$ cat src/hdl/ilsi_pkg.sv
package ilsi_pkg;

    // Request codes carried on the op field.
    localparam logic [2:0] OP_APPEND = 3'd0;
    localparam logic [2:0] OP_INSERT = 3'd1;
    localparam logic [2:0] OP_REMOVE = 3'd2;
    localparam logic [2:0] OP_READ   = 3'd3;
    localparam logic [2:0] OP_WRITE  = 3'd4;
    localparam logic [2:0] OP_CLEAR  = 3'd5;

    // Fixed widths of the port fields.
    localparam int IDX_BITS   = 7;
    localparam int OUT_WORD_W = 32;

    // Command broadcast from the controller to every cell of the row.
    typedef struct packed {
        logic shift_up;    // insert: cells above the target take the lower neighbor
        logic shift_down;  // remove: cells at or above the target take the upper neighbor
        logic load;        // append or write: the target cell takes the new word
        logic rd_load;     // read start: the target cell copies its word to the read line
        logic rd_shift;    // read line moves one cell toward cell zero
    } ilsi_cell_ctrl_t;

endpackage

$ cat src/hdl/ilsi_cell.sv
module ilsi_cell
    import ilsi_pkg::*;
#(
    parameter int WORD_BITS = 32,
    parameter int CMP_W     = 7,
    parameter int POS       = 0
)
(
    input  logic                 clk,
    input  ilsi_cell_ctrl_t      ctrl,
    input  logic [CMP_W-1:0]     tgt,
    input  logic [WORD_BITS-1:0] value,
    input  logic [WORD_BITS-1:0] prev_data,
    input  logic [WORD_BITS-1:0] next_data,
    input  logic [WORD_BITS-1:0] next_rd,
    output logic [WORD_BITS-1:0] data,
    output logic [WORD_BITS-1:0] rd
);

    localparam logic [CMP_W-1:0] MY_POS = CMP_W'(POS);

    logic [WORD_BITS-1:0] data_reg;
    logic [WORD_BITS-1:0] data_next;
    logic [WORD_BITS-1:0] rd_reg;
    logic [WORD_BITS-1:0] rd_next;
    logic                 at_tgt;
    logic                 above_tgt;

    assign at_tgt    = (MY_POS == tgt);
    assign above_tgt = (MY_POS > tgt);

    // Entry update: shift up, shift down, load or hold.
    always_comb
    begin
        data_next = data_reg;
        if (ctrl.shift_up)
        begin
            if (above_tgt)
            begin
                data_next = prev_data;
            end
            else if (at_tgt)
            begin
                data_next = value;
            end
        end
        else if (ctrl.shift_down)
        begin
            if (above_tgt || at_tgt)
            begin
                data_next = next_data;
            end
        end
        else if (ctrl.load && at_tgt)
        begin
            data_next = value;
        end
    end

    // Read line: the target cell drops its word in, then the line moves down.
    always_comb
    begin
        rd_next = rd_reg;
        if (ctrl.rd_load)
        begin
            rd_next = at_tgt ? data_reg : '0;
        end
        else if (ctrl.rd_shift)
        begin
            rd_next = next_rd;
        end
    end

    always_ff @(posedge clk)
    begin
        data_reg <= data_next;
        rd_reg   <= rd_next;
    end

    assign data = data_reg;
    assign rd   = rd_reg;

endmodule

$ cat config.mk
export PLATFORM = sky130hd
export DESIGN_NAME = ilsi_cell
export DESIGN_NICKNAME = d
export VERILOG_FILES = /design/src/hdl/ilsi_pkg.sv /design/src/hdl/ilsi_cell.sv
export SDC_FILE = /design/constraint.sdc
export NUM_CORES = 1
export LEC_CHECK = 0
export ABC_AREA = 1
export BUFFER_PORTS_ARGS = -buffer_cell sky130_fd_sc_hd__buf_4
export CORE_ASPECT_RATIO = 0.8
export CORE_MARGIN = 4
export CORE_UTILIZATION = 40
export CTS_BUF_LIST = sky130_fd_sc_hd__clkbuf_16
export CTS_CLUSTER_DIAMETER = 200
export DETAILED_ROUTE_END_ITERATION = 12
export PLACE_DENSITY = 0.73
export RECOVER_POWER = 100
export SLEW_MARGIN = 5
export SYNTH_ARGS = -nofsm -noshare
export SYNTH_HDL_FRONTEND = slang
export SYNTH_SLANG_ARGS = --single-unit
$ cat constraint.sdc
create_clock -name clk -period 2.5 [get_ports clk]
set_input_delay 0.5 -clock clk [delete_from_list [all_inputs] [get_ports clk]]
set_output_delay 0.5 -clock clk [all_outputs]
set_load 0.005 [all_outputs]
# [Yosys cells after proc, flatten, opt, wreduce, memory -nomap -nowiden]
# Cells that the tools add are included.
[op_classes] muxes=9 order_cmp=1 eq_ne=2 n_reduce_logical=6
[op_table] op="two-way mux 32 bit" count=9
[op_table] op="greater-than comparator 1 x 7 -> 1 bit (first input constant)" count=1
[op_table] op="zero test 7 bit" count=1
[op_table] op="!= test 3 x 1 -> 1 bit (second input constant)" count=2
[op_table] op="AND reduction 3 bit" count=1
[op_table] op="nonzero test 3 bit" count=1
[op_table] op="nonzero test 2 bit" count=1
[op_table] op="logical AND 1 bit" count=1
[op_table] op="logical OR 1 bit" count=1
[totals] word_cells=20 reg_bits=64

# [Depth between registers and ports, before layout]
[depth] word_depth=5 ltp_mapped=6

# [Worst setup path after synthesis]
# No wires, ideal clock.
[synth_timing] kind="input to register" start="input tgt[2]" end="register data_reg[0] (netlist: data[0]), enable pin" setup_ps=395 path_stages=6 arrival_time_ps=1800 n_path_buf=1 setup_slack_ps=305 path_cell_list="inv_1 > nand2_2 > nor2_8 > buf_6 > nand2_2 > nor2_2"
[synth_between] elab_chain_cells=4 word_cells_on_any_way=8 classes_between="1 x order compare; 2 x eq/ne; 5 x reduce/logical"
[synth_lines] item="start: declaration" line="ilsi_cell.sv:11" rtl="input logic [CMP_W-1:0] tgt,"
[synth_lines] item="greater-than comparator 1 x 7 -> 1 bit or zero test 7 bit (tied branches)" line="ilsi_cell.sv:30, ilsi_cell.sv:29"
[synth_lines] item="logical OR 1 bit or logical AND 1 bit (tied branches)" line="ilsi_cell.sv:49, ilsi_cell.sv:54"
[synth_lines] item="!= test 3 x 1 -> 1 bit (no source line) or nonzero test 3 bit (tied branches)"
[synth_lines] item="AND reduction 3 bit (no source line) *"
[synth_lines] item="end signal: assignment" line="ilsi_cell.sv:76" rtl="data_reg <= data_next;"
[synth_lines] item="end: declaration" line="ilsi_cell.sv:22" rtl="logic [WORD_BITS-1:0] data_reg;"
# Every way passes the cells marked *; elsewhere a longest branch is shown, timed or not.
# A chain may end at the register's enable or synchronous reset.

# [Worst setup path in the final report]
[layout_timing] start="input ctrl[1] in the netlist's numbering" end="register rd_reg[23] (netlist: rd[23]), enable pin"
[layout_between] elab_chain_cells=1
[layout_lines] item="start: declaration" line="ilsi_cell.sv:10" rtl="input ilsi_cell_ctrl_t ctrl,"
[layout_lines] item="nonzero test 2 bit (no source line)"
[layout_lines] item="end signal: assignment" line="ilsi_cell.sv:77" rtl="rd_reg <= rd_next;"
[layout_lines] item="end: declaration" line="ilsi_cell.sv:24" rtl="logic [WORD_BITS-1:0] rd_reg;"
# No other way between the ends.

==> flow_summary.ini <==
[setup_path]
criticalPathCategory = input pin to flop
endpoint_kind = flop
crit_top_cell = sky130_fd_sc_hd__clkbuf_2
crit_path_arrival_time_ns = 1.73
critical-path-top-delay-family = buffers and inverters
setup.worst_path.start_class = input pin
critPathMaxStageDelay_ns = 0.59
critPathRequiredTime_ns = 2.44
cpMaxStageDelayCell = sky130_fd_sc_hd__clkbuf_2
worst-path-max-fanout = 34
crit_path_cell_trace = clkbuf_2 -> or2_1 -> clkbuf_2
cp.buffers_inverters = 2

[layout]
sequential_cell_area_um2 = 1922
final_area_um2 = 4733
syn2layout_area_growth_pct = 44.61
instances_no_fill = 637
multi_input_area_um2 = 1017
n_antenna_cell = 0
final_common_cell = sky130_fd_sc_hd__nand2_1
fillerInstances = 731
final_layout_size_suffix_gt1_share_pct = 34.40
layout.cells.most_common_list = sky130_fd_sc_hd__nand2_1 (161), sky130_fd_sc_hd__buf_4 (110), sky130_fd_sc_hd__edfxtp_1 (64)
nNetsFinal = 667

[floorplan]
floorplan.io_pins = 205
starting_density_of_the_core_pct = 41.19
design.die.area_um2 = 9703
fp.coreArea_um2 = 7946
std_cell_rows = 29
fp.dieH_um = 88.91
chipWidth_um = 109.1

[logic_synthesis]
synth_area_um2 = 3273
syn_inst = 361
fraction_of_the_yosys_area_taken_by_sequential_cells_pct = 58.72
ys_warns = 0
synth_cell_type_count = 15
syn_nets = 502
synth.avg_cell_area_um2 = 9.067
ys_seq_elements = 64

[timing]
timing.clock.skew_ns = 0.004956
timing.max_slew.rel_slack_pct = 33.81
timing_worst_slew_pin_value_ns = 0.9905
fmax_mhz = 557.3
worst_hold_slack_ns = 0.4533
finalHoldViolCount = 0
fin_tns_setup_ns = 0
final-setup-viol-count = 0
grt_setup_unrepaired = no
final_min_period_over_clock_period_pct = 71.78
layout_setup_ws_ns = 0.7056
timing.final.crit_period_ns = 1.794
max_slew_violation_count = 0

[worst_hold_path]
min_path_type = input pin to flop

[route]
dr_total_vias = 2834
drt_first_iter_violations = 90
drt-wirelength-per-cell_um = 13.83
residual_drc_count = 0
detail_route.wirelength.met1_mm = 4.085
route.met2.wl_mm = 4.079
vias_per_cell = 4.449
drt_first_pass_iters = 5
highest_layer = met4
routed-wl-met3_um = 529
detail_route.wirelength_mm = 8.808
ant_nets = 0

[global_route]
grt_usage_pct = 17.87
overflow = 0
grt_pass1_vias = 2632
initial_antenna_violation_count = 0
largest_net_degree_at_the_start_of_global_routing = 35
grt_pass1_wl_mm = 13.08

[pwr]
ir_drop_mv = 0.2536
p_clk_share_pct = 39.1
p_switching_w = 0.0005548
net_switching_share_of_the_total_power_pct = 21.19
p_int_w = 0.002063
leakagePower_nw = 2.491
power.density_nw_per_um2 = 553.0
share_seq_of_total_power_pct = 47.7
comb_power_share_pct = 13.2

[clocking]
clock_tree_from_tritoncts = done
post_cts_resized = 0
clock_insertion_delay_worst_skew_ns = 0.31
postCtsHoldBufs = 0
post_cts.repair.setup_buffers = 0
inserted_clock_buffers = 9
clock_tree.buffer_depth = 2
clk_pin_slew_ns = 0.05
cts_root_buffer = sky130_fd_sc_hd__clkbuf_16
h-tree-depth = 3
cts.sink_count = 64

[place]
post_place_worst_slack_ns = 0.7415
placed_cells_incl_taps = 623
post_dp_cell_area_um2 = 4556
port_buffers = 172
place_congestion = 0.8667
estimated_wirelength_of_the_detail_placed_design_mm = 6.888

[run]
max_cap_viol_count = 0

[outcome]
status = finished, final reports clean
==> synth_stat cells, drive strengths merged <==
| library cell | number | area, µm² |
|---|---|---|
| nor3 | 1 | 5.000 |
| nand2 | 165 | 636.9 |
| nand3 | 64 | 325.3 |
| nor2 | 3 | 46.30 |
| inv | 40 | 150.1 |
| or2 | 1 | 6.260 |
| edfxtp | 64 | 1922 |
| buf | 23 | 181.4 |
==> per-layer routing <==
layer | up-vias | global-route usage [%]
met5 | - | 0
met4 | 0 | 5.275
met3 | 10 | 3.610
met2 | 109 | 26.87
met1 | 1234 | 26.29
li1 | 1481 | -
==> area by class of cell <==
| type | instances | area share [%] |
|---|---|---|
| timing repair buffer | 177 | 26.72 |
| inverter | 40 | 3.172 |
| multi-input combinational | 234 | 21.49 |
| tap | 108 | 2.855 |
| clock buffer | 9 | 4.758 |
| sequential | 64 | 40.60 |
| clock inverter | 5 | 0.3965 |
==> worst min-delay path, cell delays in order <==
cell and delay [ns]:
sky130_fd_sc_hd__buf_4 0.08, sky130_fd_sc_hd__nand2_1 0.04, sky130_fd_sc_hd__nand2_1 0.05
==> kinds of logic after synthesis <==
group         Yosys count  synth area share [%]
simple gates          234                 31.15
flops                  64                 58.72
buf+inv                63                 10.13
==> worst paths after layout <==
check | startpoint | to | slack (ns) | depth (start not counted)
max reg2reg | data[23] | rd[23] | 1.55 | 4
min reg2reg | data[20] | rd[20] | 0.68 | 4
max | ctrl[1] | rd[23] | 0.71 | 3
min | value[13] | data[13] | 0.45 | 3
==> power by group through the flow <==
stage | clock network [W] | registers [W] | logic, W
floorplan | 0 | 0.00127 | 0.000145
global placement | 0 | 0.00127 | 0.000351
detailed placement | 0 | 0.00127 | 0.000359
CTS | 0.00104 | 0.00125 | 0.000360
global route | 0.00108 | 0.00125 | 0.000387
finish | 0.00102 | 0.00125 | 0.000346
==> through the flow <==
step           total power, W  utilization (%)
6_report             0.002618            59.57
5_1_grt              0.002722            59.57
4_1_cts              0.002654            60.40
3_5_place_dp         0.001628            57.33
3_3_place_gp         0.001619            57.33
2_1_floorplan        0.001419                -
(Power assumes the default switching activity.)
